### src/rtl/lcdni_pkg.sv
// shared types, constants and helpers of the character lcd nibble interface
`default_nettype none

package lcdni_pkg;

	// wait counter width default
	localparam int WAIT_COUNTER_BITS_DEF = 16;

	// sequence step encoding
	localparam int SEQ_STEP_BITS = 6;
	localparam logic [SEQ_STEP_BITS-1:0] STEP_POWERUP   = 6'd0;
	localparam logic [SEQ_STEP_BITS-1:0] STEP_INIT_NIB  = 6'd1;
	localparam logic [SEQ_STEP_BITS-1:0] STEP_LAST_NIB3 = 6'd10;
	localparam logic [SEQ_STEP_BITS-1:0] STEP_BYTES     = 6'd13;
	localparam logic [SEQ_STEP_BITS-1:0] STEP_LAST_INIT = 6'd47;
	localparam logic [SEQ_STEP_BITS-1:0] STEP_USER      = 6'd48;
	localparam logic [SEQ_STEP_BITS-1:0] STEP_IDLE      = 6'd55;
	localparam logic [SEQ_STEP_BITS-1:0] STEP_LONG_WAIT = 6'd3;
	localparam logic [SEQ_STEP_BITS-1:0] STEP_MID_WAIT  = 6'd6;

	// byte transfer sub-steps
	localparam logic [2:0] BK_HI_SET  = 3'd0;
	localparam logic [2:0] BK_HI_EN   = 3'd1;
	localparam logic [2:0] BK_HI_WAIT = 3'd2;
	localparam logic [2:0] BK_LO_SET  = 3'd3;
	localparam logic [2:0] BK_LO_EN   = 3'd4;
	localparam logic [2:0] BK_LO_WAIT = 3'd5;
	localparam logic [2:0] BK_POST    = 3'd6;

	// init sub-steps within each nibble group
	localparam logic [1:0] IN_SET  = 2'd0;
	localparam logic [1:0] IN_EN   = 2'd1;
	localparam logic [1:0] IN_WAIT = 2'd2;

	// init byte slots
	localparam logic [2:0] IB_FUNCTION = 3'd0;
	localparam logic [2:0] IB_DISPLAY  = 3'd1;
	localparam logic [2:0] IB_ENTRY    = 3'd2;
	localparam logic [2:0] IB_CLEAR    = 3'd3;

	// instruction and nibble constants
	localparam logic [7:0] INSTR_CLEAR  = 8'h01;
	localparam logic [7:0] INSTR_HOME   = 8'h02;
	localparam logic [3:0] NIB_WAKE     = 4'h3;
	localparam logic [3:0] NIB_FOURBIT  = 4'h2;
	localparam logic [15:0] INIT_LONG_WAIT = 16'd4100;
	localparam logic [15:0] INIT_MID_WAIT  = 16'd100;

	// configuration register indexes
	localparam int CFG_INDEX_BITS = 3;
	localparam logic [CFG_INDEX_BITS-1:0] CFG_SHORT_DELAY   = 3'd0;
	localparam logic [CFG_INDEX_BITS-1:0] CFG_CLEAR_DELAY   = 3'd1;
	localparam logic [CFG_INDEX_BITS-1:0] CFG_POWERUP_DELAY = 3'd2;
	localparam logic [CFG_INDEX_BITS-1:0] CFG_FUNCTION_SET  = 3'd3;
	localparam logic [CFG_INDEX_BITS-1:0] CFG_DISPLAY_CTRL  = 3'd4;
	localparam logic [CFG_INDEX_BITS-1:0] CFG_ENTRY_MODE    = 3'd5;

	// configuration reset values
	localparam logic [15:0] RST_SHORT_DELAY   = 16'd37;
	localparam logic [15:0] RST_CLEAR_DELAY   = 16'd1520;
	localparam logic [15:0] RST_POWERUP_DELAY = 16'd10000;
	localparam logic [7:0]  RST_FUNCTION_SET  = 8'h28;
	localparam logic [7:0]  RST_DISPLAY_CTRL  = 8'h0C;
	localparam logic [7:0]  RST_ENTRY_MODE    = 8'h06;

	// configuration register set
	typedef struct packed {
		logic [15:0] short_delay;
		logic [15:0] clear_delay;
		logic [15:0] powerup_delay;
		logic [7:0]  function_set;
		logic [7:0]  display_control;
		logic [7:0]  entry_mode;
	} cfg_t;

	// one tick's result
	typedef struct packed {
		logic       pin_rs;
		logic       pin_enable;
		logic [3:0] pin_data;
		logic       busy;
		logic       accepted;
		logic       refused;
	} res_t;

	// position within the init nibble groups: offset modulo three
	function automatic logic [1:0] init_phase(input logic [3:0] off);
		logic [1:0] r;
		r = 2'd0;
		for (int j = 0; j < 4; j++) begin
			if (off >= 4'(j * 3))
				r = 2'(off - 4'(j * 3));
		end
		return r;
	endfunction

	// byte slot and sub-step within the init bytes: offset split by seven
	function automatic logic [5:0] byte_split(input logic [5:0] off);
		logic [2:0] slot;
		logic [2:0] sub;
		slot = 3'd0;
		sub  = 3'd0;
		for (int j = 0; j < 5; j++) begin
			if (off >= 6'(j * 7)) begin
				slot = 3'(j);
				sub  = 3'(off - 6'(j * 7));
			end
		end
		return {slot, sub};
	endfunction

endpackage

`default_nettype wire

### src/rtl/char_lcd_nibble_interface_unit.sv
// top level of the character lcd nibble interface: input stage, sequencer, result stage
// path: a tick is registered in the input stage, and its result is then registered in the result stage
// throughput: one tick per cycle while the result side does not stall, set by the single-pass sequencer between stages
// stall on the result side backs up through the input stage without loss
// reset: sequencer to the power-up wait, configuration to defaults, stages empty
`default_nettype none

module char_lcd_nibble_interface_unit
	import lcdni_pkg::*;
#(
	parameter int WAIT_COUNTER_BITS = WAIT_COUNTER_BITS_DEF
) (
	input  wire logic                      clk,
	input  wire logic                      arst_n,
	input  wire logic                      in_valid,
	output logic                           in_stall,
	input  wire logic                      request_valid,
	input  wire logic                      request_is_data,
	input  wire logic [7:0]                request_byte,
	output logic                           out_valid,
	input  wire logic                      out_stall,
	output logic                           pin_rs,
	output logic                           pin_enable,
	output logic [3:0]                     pin_data,
	output logic                           busy_res,
	output logic                           accepted,
	output logic                           refused,
	input  wire logic                      cfg_valid,
	output logic                           cfg_ready,
	input  wire logic [CFG_INDEX_BITS-1:0] cfg_index,
	input  wire logic [15:0]               cfg_data
);

	cfg_t       cfg;
	res_t       res;
	res_t       res_s2;
	logic       valid_s1, valid_s2;
	logic       rv_s1, rd_s1;
	logic [7:0] rb_s1;
	logic       adv_s2;
	logic       tick_en;

	lcdni_cfg_regs u_cfg (
		.clk       (clk),
		.arst_n    (arst_n),
		.cfg_valid (cfg_valid),
		.cfg_ready (cfg_ready),
		.cfg_index (cfg_index),
		.cfg_data  (cfg_data),
		.cfg       (cfg)
	);

	// stage handshake
	assign adv_s2   = !valid_s2 || !out_stall;
	assign in_stall = valid_s1 && !adv_s2;
	assign tick_en  = valid_s1 && adv_s2;

	// input stage
	always_ff @(posedge clk or negedge arst_n) begin
		if (!arst_n) begin
			valid_s1 <= 1'b0;
		end else if (in_valid && !in_stall) begin
			valid_s1 <= 1'b1;
		end else if (adv_s2) begin
			valid_s1 <= 1'b0;
		end
	end

	always_ff @(posedge clk) begin
		if (in_valid && !in_stall) begin
			rv_s1 <= request_valid;
			rd_s1 <= request_is_data;
			rb_s1 <= request_byte;
		end
	end

	lcdni_sequencer #(
		.WAIT_COUNTER_BITS (WAIT_COUNTER_BITS)
	) u_seq (
		.clk             (clk),
		.arst_n          (arst_n),
		.tick_en         (tick_en),
		.request_valid   (rv_s1),
		.request_is_data (rd_s1),
		.request_byte    (rb_s1),
		.cfg             (cfg),
		.res             (res)
	);

	// result stage
	always_ff @(posedge clk or negedge arst_n) begin
		if (!arst_n) begin
			valid_s2 <= 1'b0;
		end else if (adv_s2) begin
			valid_s2 <= valid_s1;
		end
	end

	always_ff @(posedge clk) begin
		if (tick_en) begin
			res_s2 <= res;
		end
	end

	assign out_valid  = valid_s2;
	assign pin_rs     = res_s2.pin_rs;
	assign pin_enable = res_s2.pin_enable;
	assign pin_data   = res_s2.pin_data;
	assign busy_res   = res_s2.busy;
	assign accepted   = res_s2.accepted;
	assign refused    = res_s2.refused;

endmodule

`default_nettype wire

### src/rtl/lcdni_cfg_regs.sv
// configuration register file of the character lcd nibble interface
`default_nettype none

module lcdni_cfg_regs
	import lcdni_pkg::*;
(
	input  wire logic                      clk,
	input  wire logic                      arst_n,
	input  wire logic                      cfg_valid,
	output logic                           cfg_ready,
	input  wire logic [CFG_INDEX_BITS-1:0] cfg_index,
	input  wire logic [15:0]               cfg_data,
	output cfg_t                           cfg
);

	// always able to take a write
	assign cfg_ready = 1'b1;

	// register writes, unknown indexes ignored
	always_ff @(posedge clk or negedge arst_n) begin
		if (!arst_n) begin
			cfg.short_delay     <= RST_SHORT_DELAY;
			cfg.clear_delay     <= RST_CLEAR_DELAY;
			cfg.powerup_delay   <= RST_POWERUP_DELAY;
			cfg.function_set    <= RST_FUNCTION_SET;
			cfg.display_control <= RST_DISPLAY_CTRL;
			cfg.entry_mode      <= RST_ENTRY_MODE;
		end else if (cfg_valid && cfg_ready) begin
			case (cfg_index)
				CFG_SHORT_DELAY:   cfg.short_delay     <= cfg_data;
				CFG_CLEAR_DELAY:   cfg.clear_delay     <= cfg_data;
				CFG_POWERUP_DELAY: cfg.powerup_delay   <= cfg_data;
				CFG_FUNCTION_SET:  cfg.function_set    <= cfg_data[7:0];
				CFG_DISPLAY_CTRL:  cfg.display_control <= cfg_data[7:0];
				CFG_ENTRY_MODE:    cfg.entry_mode      <= cfg_data[7:0];
				default: ;
			endcase
		end
	end

endmodule

`default_nettype wire

### src/rtl/lcdni_sequencer.sv
// init and transfer sequencer: step, wait counter, held byte and pin state
`default_nettype none

module lcdni_sequencer
	import lcdni_pkg::*;
#(
	parameter int WAIT_COUNTER_BITS = WAIT_COUNTER_BITS_DEF
) (
	input  wire logic       clk,
	input  wire logic       arst_n,
	input  wire logic       tick_en,
	input  wire logic       request_valid,
	input  wire logic       request_is_data,
	input  wire logic [7:0] request_byte,
	input  wire cfg_t       cfg,
	output res_t            res
);

	localparam int DW = (WAIT_COUNTER_BITS > 16) ? WAIT_COUNTER_BITS : 16;
	localparam logic [DW-1:0] WAIT_LIM = DW'({WAIT_COUNTER_BITS{1'b1}});

	logic [SEQ_STEP_BITS-1:0]     step_q, step_d;
	logic [WAIT_COUNTER_BITS-1:0] cnt_q, cnt_d;
	logic [7:0]                   hbyte_q, hbyte_d;
	logic                         hrs_q, hrs_d;
	logic                         prs_q, prs_d;
	logic                         pen_q, pen_d;
	logic [3:0]                   pdat_q, pdat_d;

	// next state for one tick
	always_comb begin
		logic                         busy_in;
		logic                         do_wait;
		logic [15:0]                  dly;
		logic [SEQ_STEP_BITS-1:0]     wait_to;
		logic [SEQ_STEP_BITS-1:0]     byte_next;
		logic [2:0]                   bk;
		logic [5:0]                   split;
		logic [DW-1:0]                dx;
		logic [WAIT_COUNTER_BITS-1:0] cnt_base;

		step_d  = step_q;
		cnt_d   = cnt_q;
		hbyte_d = hbyte_q;
		hrs_d   = hrs_q;
		prs_d   = prs_q;
		pen_d   = pen_q;
		pdat_d  = pdat_q;
		do_wait = 1'b0;
		dly     = cfg.short_delay;
		wait_to = step_q;
		byte_next = step_q;
		bk      = BK_HI_SET;
		split   = '0;
		dx      = '0;
		cnt_base = '0;
		res     = '0;

		// request intake
		busy_in = step_q < STEP_IDLE;
		if (request_valid) begin
			if (busy_in) begin
				res.refused = 1'b1;
			end else begin
				hrs_d   = request_is_data;
				hbyte_d = request_byte;
				cnt_d   = '0;
				step_d  = STEP_USER;
				res.accepted = 1'b1;
			end
		end
		res.busy = step_d < STEP_IDLE;

		// sequence advance
		if (res.busy) begin
			if (step_d == STEP_POWERUP) begin
				prs_d   = 1'b0;
				pen_d   = 1'b0;
				pdat_d  = '0;
				do_wait = 1'b1;
				dly     = cfg.powerup_delay;
				wait_to = STEP_INIT_NIB;
			end else if (step_d < STEP_BYTES) begin
				hrs_d = 1'b0;
				case (init_phase(4'(step_d - STEP_INIT_NIB)))
					IN_SET: begin
						prs_d  = 1'b0;
						pen_d  = 1'b0;
						pdat_d = (step_d < STEP_LAST_NIB3) ? NIB_WAKE : NIB_FOURBIT;
						step_d = step_d + 1'b1;
					end
					IN_EN: begin
						pen_d  = 1'b1;
						step_d = step_d + 1'b1;
					end
					default: begin
						do_wait = 1'b1;
						wait_to = step_d + 1'b1;
						if (step_d == STEP_LONG_WAIT)
							dly = INIT_LONG_WAIT;
						else if (step_d == STEP_MID_WAIT)
							dly = INIT_MID_WAIT;
						else
							dly = cfg.short_delay;
					end
				endcase
			end else begin
				// byte transfer, init bytes first then the user byte
				if (step_d < STEP_USER) begin
					split = byte_split(step_d - STEP_BYTES);
					bk    = split[2:0];
					byte_next = (step_d == STEP_LAST_INIT) ? STEP_IDLE : step_d + 1'b1;
					if (bk == BK_HI_SET) begin
						hrs_d = 1'b0;
						case (split[5:3])
							IB_FUNCTION: hbyte_d = cfg.function_set;
							IB_DISPLAY:  hbyte_d = cfg.display_control;
							IB_ENTRY:    hbyte_d = cfg.entry_mode;
							IB_CLEAR:    hbyte_d = INSTR_CLEAR;
							default:     hbyte_d = INSTR_HOME;
						endcase
					end
				end else begin
					bk = 3'(step_d - STEP_USER);
					byte_next = (bk == BK_POST) ? STEP_IDLE : step_d + 1'b1;
				end
				case (bk)
					BK_HI_SET, BK_LO_SET: begin
						prs_d  = hrs_d;
						pen_d  = 1'b0;
						pdat_d = (bk == BK_HI_SET) ? hbyte_d[7:4] : hbyte_d[3:0];
						step_d = byte_next;
					end
					BK_HI_EN, BK_LO_EN: begin
						pen_d  = 1'b1;
						step_d = byte_next;
					end
					BK_HI_WAIT, BK_LO_WAIT: begin
						do_wait = 1'b1;
						dly     = cfg.short_delay;
						wait_to = byte_next;
					end
					default: begin
						do_wait = 1'b1;
						wait_to = byte_next;
						if (!hrs_d && (hbyte_d == INSTR_CLEAR || hbyte_d == INSTR_HOME))
							dly = cfg.clear_delay;
						else
							dly = cfg.short_delay;
					end
				endcase
			end

			// shared wait tick: load on zero with min one and clamp, then count down
			if (do_wait) begin
				pen_d = 1'b0;
				dx = DW'(dly);
				if (dx == '0)
					dx = DW'(1);
				if (dx > WAIT_LIM)
					dx = WAIT_LIM;
				cnt_base = (cnt_d == '0) ? WAIT_COUNTER_BITS'(dx) : cnt_d;
				cnt_d = cnt_base - 1'b1;
				if (cnt_d == '0)
					step_d = wait_to;
			end
		end

		res.pin_rs     = prs_d;
		res.pin_enable = pen_d;
		res.pin_data   = pdat_d;
	end

	// sequencer state, moved once per processed tick
	always_ff @(posedge clk or negedge arst_n) begin
		if (!arst_n) begin
			step_q  <= STEP_POWERUP;
			cnt_q   <= '0;
			hbyte_q <= '0;
			hrs_q   <= 1'b0;
			prs_q   <= 1'b0;
			pen_q   <= 1'b0;
			pdat_q  <= '0;
		end else if (tick_en) begin
			step_q  <= step_d;
			cnt_q   <= cnt_d;
			hbyte_q <= hbyte_d;
			hrs_q   <= hrs_d;
			prs_q   <= prs_d;
			pen_q   <= pen_d;
			pdat_q  <= pdat_d;
		end
	end

endmodule

`default_nettype wire

### config.mk
export PLATFORM = sky130hd
export DESIGN_NAME = char_lcd_nibble_interface_unit
export DESIGN_NICKNAME = d
export VERILOG_FILES = /design/src/rtl/lcdni_pkg.sv /design/src/rtl/char_lcd_nibble_interface_unit.sv /design/src/rtl/lcdni_cfg_regs.sv /design/src/rtl/lcdni_sequencer.sv
export SDC_FILE = /design/constraint.sdc
export NUM_CORES = 1
export LEC_CHECK = 0
export ABC_CLOCK_PERIOD_IN_PS = 6300
export BUFFER_PORTS_ARGS = -buffer_cell sky130_fd_sc_hd__clkbuf_2
export CORE_ASPECT_RATIO = 1.2
export CORE_MARGIN = 2
export CORE_UTILIZATION = 58
export CTS_BUF_LIST = sky130_fd_sc_hd__clkbuf_8
export DETAILED_ROUTE_END_ITERATION = 7
export GPL_TIMING_DRIVEN = 1
export PLACE_DENSITY = 0.82
export SLEW_MARGIN = 20
export SYNTH_ARGS = -nofsm -noshare
export SYNTH_HDL_FRONTEND = slang
export SYNTH_SLANG_ARGS = --single-unit
### constraint.sdc
create_clock -name clk -period 6.3 [get_ports clk]
set_clock_uncertainty 0.15 [all_clocks]
set_input_delay 1.26 -clock clk [delete_from_list [all_inputs] [get_ports clk]]
set_output_delay 1.26 -clock clk [all_outputs]
set_load 0.02 [all_outputs]
==> metrics.cfg <==
[status]
status = completed

[global_routing]
first_global_vias = 7536
grt_overflow = 0
antenna_found_initial = 0
gr-usage-all-layers_pct = 33.2
grt_pass1_wl_um = 40100
grt_max_degree = 64

[pwr]
peakVddDrop_uv = 282
powerDensity_nw_per_um2 = 527
p_leak_nw = 3.94

[detailed_routing]
drt-pass1-iter-count = 7
post-route-drc-count = 0
avgRoutedWirePerCell_um = 21.9
vias = 7779
drtAntennaViolNets = 0
wl_um = 25200
drt_iter0_drc = 1039
vias_per_cell = 6.76

[cells_and_area]
drive_gt1_share_pct = 27.7
layout_common_cells = 102 x nand2_1, 91 x dfrtp_1, 74 x mux2_2, 59 x o21ai_0, 55 x nor2_1
diodes = 0
final_common_cell = nand2_1
syn2layout_area_growth_pct = 13.8
nets = 1005
final_cell_area_sq_um = 9560
layoutNonFillerInstCount = 1150

[setup_path]
start_kind = register
path_max_fanout = 9
crit_path_end_kind = register
critPathRequiredTime_ns = 6.48
crit_type = register to register
cp.arrival_ns = 6.15

[cts]
cts-root-buf = clkbuf_8
cts_tree = done
clk_latency_ns = 0.45
clk_pin_slew_ns = 0.08
ctsHoldBuffers = 0
cts.path.max_buffers = 2
cts_htree_levels = 4
cts.sink_count = 130
cts_made_buffers = 17

[timing]
relSlewSlack_pct = 30.6
fmax_mhz = 168
worst_pin_slew_ns = 1.04
slew_viol_final = 0
layout_min_cycle_time_ns = 5.97
worst_hold_slack_ns = 0.350
finalSetupViolCount = 0
hold_viol_final = 0
period_share_pct = 94.8
setup-tns-final_ns = 0

[floorplanning]
core_area_sq_um = 14300
die-area_sq_um = 15500
start_util_pct = 58.8
die_h_um = 136
die_x_um = 114
boundaryPins = 46
fp-row-count = 48

[synthesis]
async_flop_share_pct = 85.4
syn_avg_cell_area_sq_um = 9.40
yosysUniqueCellTypes = 95
synthesis.nets = 937
ys.flop_type = dfrtp_1
synthCells = 894
synth_area_sq_um = 8400
yosysSeqAreaShare_pct = 40.2
synth_edf_count = 19
ys_seq_elements = 130
synth_warnings = 0

[placement]
placedInstanceArea_sq_um = 9000
place_congestion = 1.04
dp_cells = 1113
port_buffers = 44
dpl.hpwl_um = 18200

[run]
drv_cap = 0

[hold_path]
hp-class = register to register

per-layer routing:
layer	global-route usage [%]	vias to the layer above	share of wire (%)	wire [um]
met5	0	-	0	0
met3	5.80	106	7.5	1890
met4	15.1	0	4.7	1190
met1	42.9	3742	40	10000
li1	-	3485	-	-
met2	54.8	446	48	12100
power breakdown:
| part | internal, mW | switching [mW] | leakage, nW | total [mW] |
|---|---|---|---|---|
| Clock | 0.523 | 0.350 | 0.250 | 0.873 |
| Combinational | 1.11 | 1.77 | 2.19 | 2.87 |
| Sequential | 1.12 | 0.178 | 1.50 | 1.30 |
| Total | 2.75 | 2.29 | 3.94 | 5.04 |
registers in the layout, summed over array words and instances (netlist names), 4 cells and up:
| name | flops |
|---|---|
| u_seq.cnt_q | 16 |
| rb_s1 | 8 |
| pin_data | 4 |
| u_cfg.cfg | 72 |
| u_seq.step_q | 6 |
| u_seq.pdat_q | 4 |
| u_seq.hbyte_q | 8 |
final timing paths:
kind | slack [ns] | to | cells past startpoint | startpoint
max | 0.33 | u_seq.step_q[3] | 25 | u_seq.step_q[1]
min | 0.35 | out_valid | 1 | valid_s1
max reg2reg | 0.33 | u_seq.step_q[3] | 25 | u_seq.step_q[1]
min reg2reg | 0.35 | out_valid | 1 | valid_s1
max in group asynchronous | 4.06 | u_seq.cnt_q[1] | 2 | arst_n
min in group asynchronous | 0.66 | u_cfg.cfg[13] | 1 | arst_n
through the flow:
stage                     worst slack [ns]  util (%)  power, mW
after floorplan                    0.00753         -       3.24
after detailed placement             0.203      62.9       4.02
final                                0.331      66.9       5.04
after global placement               0.300      62.9       4.00
after global routing              -0.00204      66.9       5.31
after CTS                            0.136      66.3       4.91
cell families (layout without fill, tap and decap cells):
family / count (synthesis) / after routing / share of synthesized area (%)
buffers and inverters: 69 / 150 / 3.93
other: 1 / 1 / 0.0446
XOR/XNOR: 23 / 23 / 2.40
adder cells (fa/ha/maj): 10 / 10 / 1.46
AO/OA/AOI/OAI: 260 / 260 / 21.5
multiplexers: 91 / 91 / 11.9
AND/OR/NAND/NOR: 310 / 310 / 18.6
flip-flops: 130 / 130 / 40.2
cell usage after synthesis (all sizes together) (4+ instances only):
master | number | area share (%)
a21boi | 4 | 0.36
o21ai | 63 | 3.8
nand4 | 11 | 0.82
dfstp | 20 | 6.3
edfxtp | 19 | 6.8
a211oi | 8 | 0.71
and2 | 11 | 0.85
a22o | 12 | 1.3
o211ai | 10 | 0.89
xor2 | 7 | 0.73
nand3 | 29 | 1.9
buf | 21 | 1.8
dfrtp | 91 | 27
nor4 | 15 | 1.2
a22oi | 13 | 1.2
nand2 | 103 | 4.6
and3 | 10 | 0.86
clkbuf | 26 | 1.2
o31a | 6 | 0.63
nor3 | 29 | 1.9
or3 | 5 | 0.43
a31oi | 14 | 1.1
nand2b | 10 | 0.74
ha | 9 | 1.3
a211o | 6 | 0.63
xnor2 | 16 | 1.7
a221oi | 8 | 1.0
a31o | 4 | 0.42
a21oi | 53 | 3.4
o22ai | 8 | 0.60
nor2 | 56 | 2.5
mux2 | 74 | 9.9
nor2b | 6 | 0.45
a21o | 12 | 1.2
o31ai | 7 | 0.69
inv | 21 | 0.94
o32ai | 4 | 0.51
nor3b | 5 | 0.45
or2 | 7 | 0.52
mux2i | 17 | 2.0
critical path, cell delays in order (launching register included):
cell       delay (ns)
dfrtp_1          0.38
a31o_1           0.24
nand2_2          0.08
and2_1           0.16
inv_2            0.05
ha_1             0.22
nand2b_2         0.23
a21oi_4          0.15
nor2_2           0.06
ha_1             0.21
a21oi_1          0.16
o32ai_2          0.13
a211o_1          0.33
o31ai_4          0.25
or3_1            0.19
buf_4            0.17
a21oi_2          0.09
o31ai_1          0.43
a41oi_1          0.29
a2111oi_1        0.44
buf_4            0.20
nand3_1          0.11
o31a_1           0.31
o21a_1           0.30
and3_4           0.22
a221o_1          0.31
final cells by class:
class	instances	area (sq um)
multi-input cells	695	4790
clock inverters	14	236
repair buffers	96	613
inverters	22	82.6
flip-flops and latches	130	3370
fillers	1140	4730
clock buffers	18	248
well taps	175	219
what timing repair did:
| action | in CTS | in global routing |
|---|---|---|
| resized for setup | 0 | 10 |
| setup buffers | 0 | 5 |
| setup endpoints to repair | 0 | 7 |
Note: power is estimated with default switching activity, not from simulation.
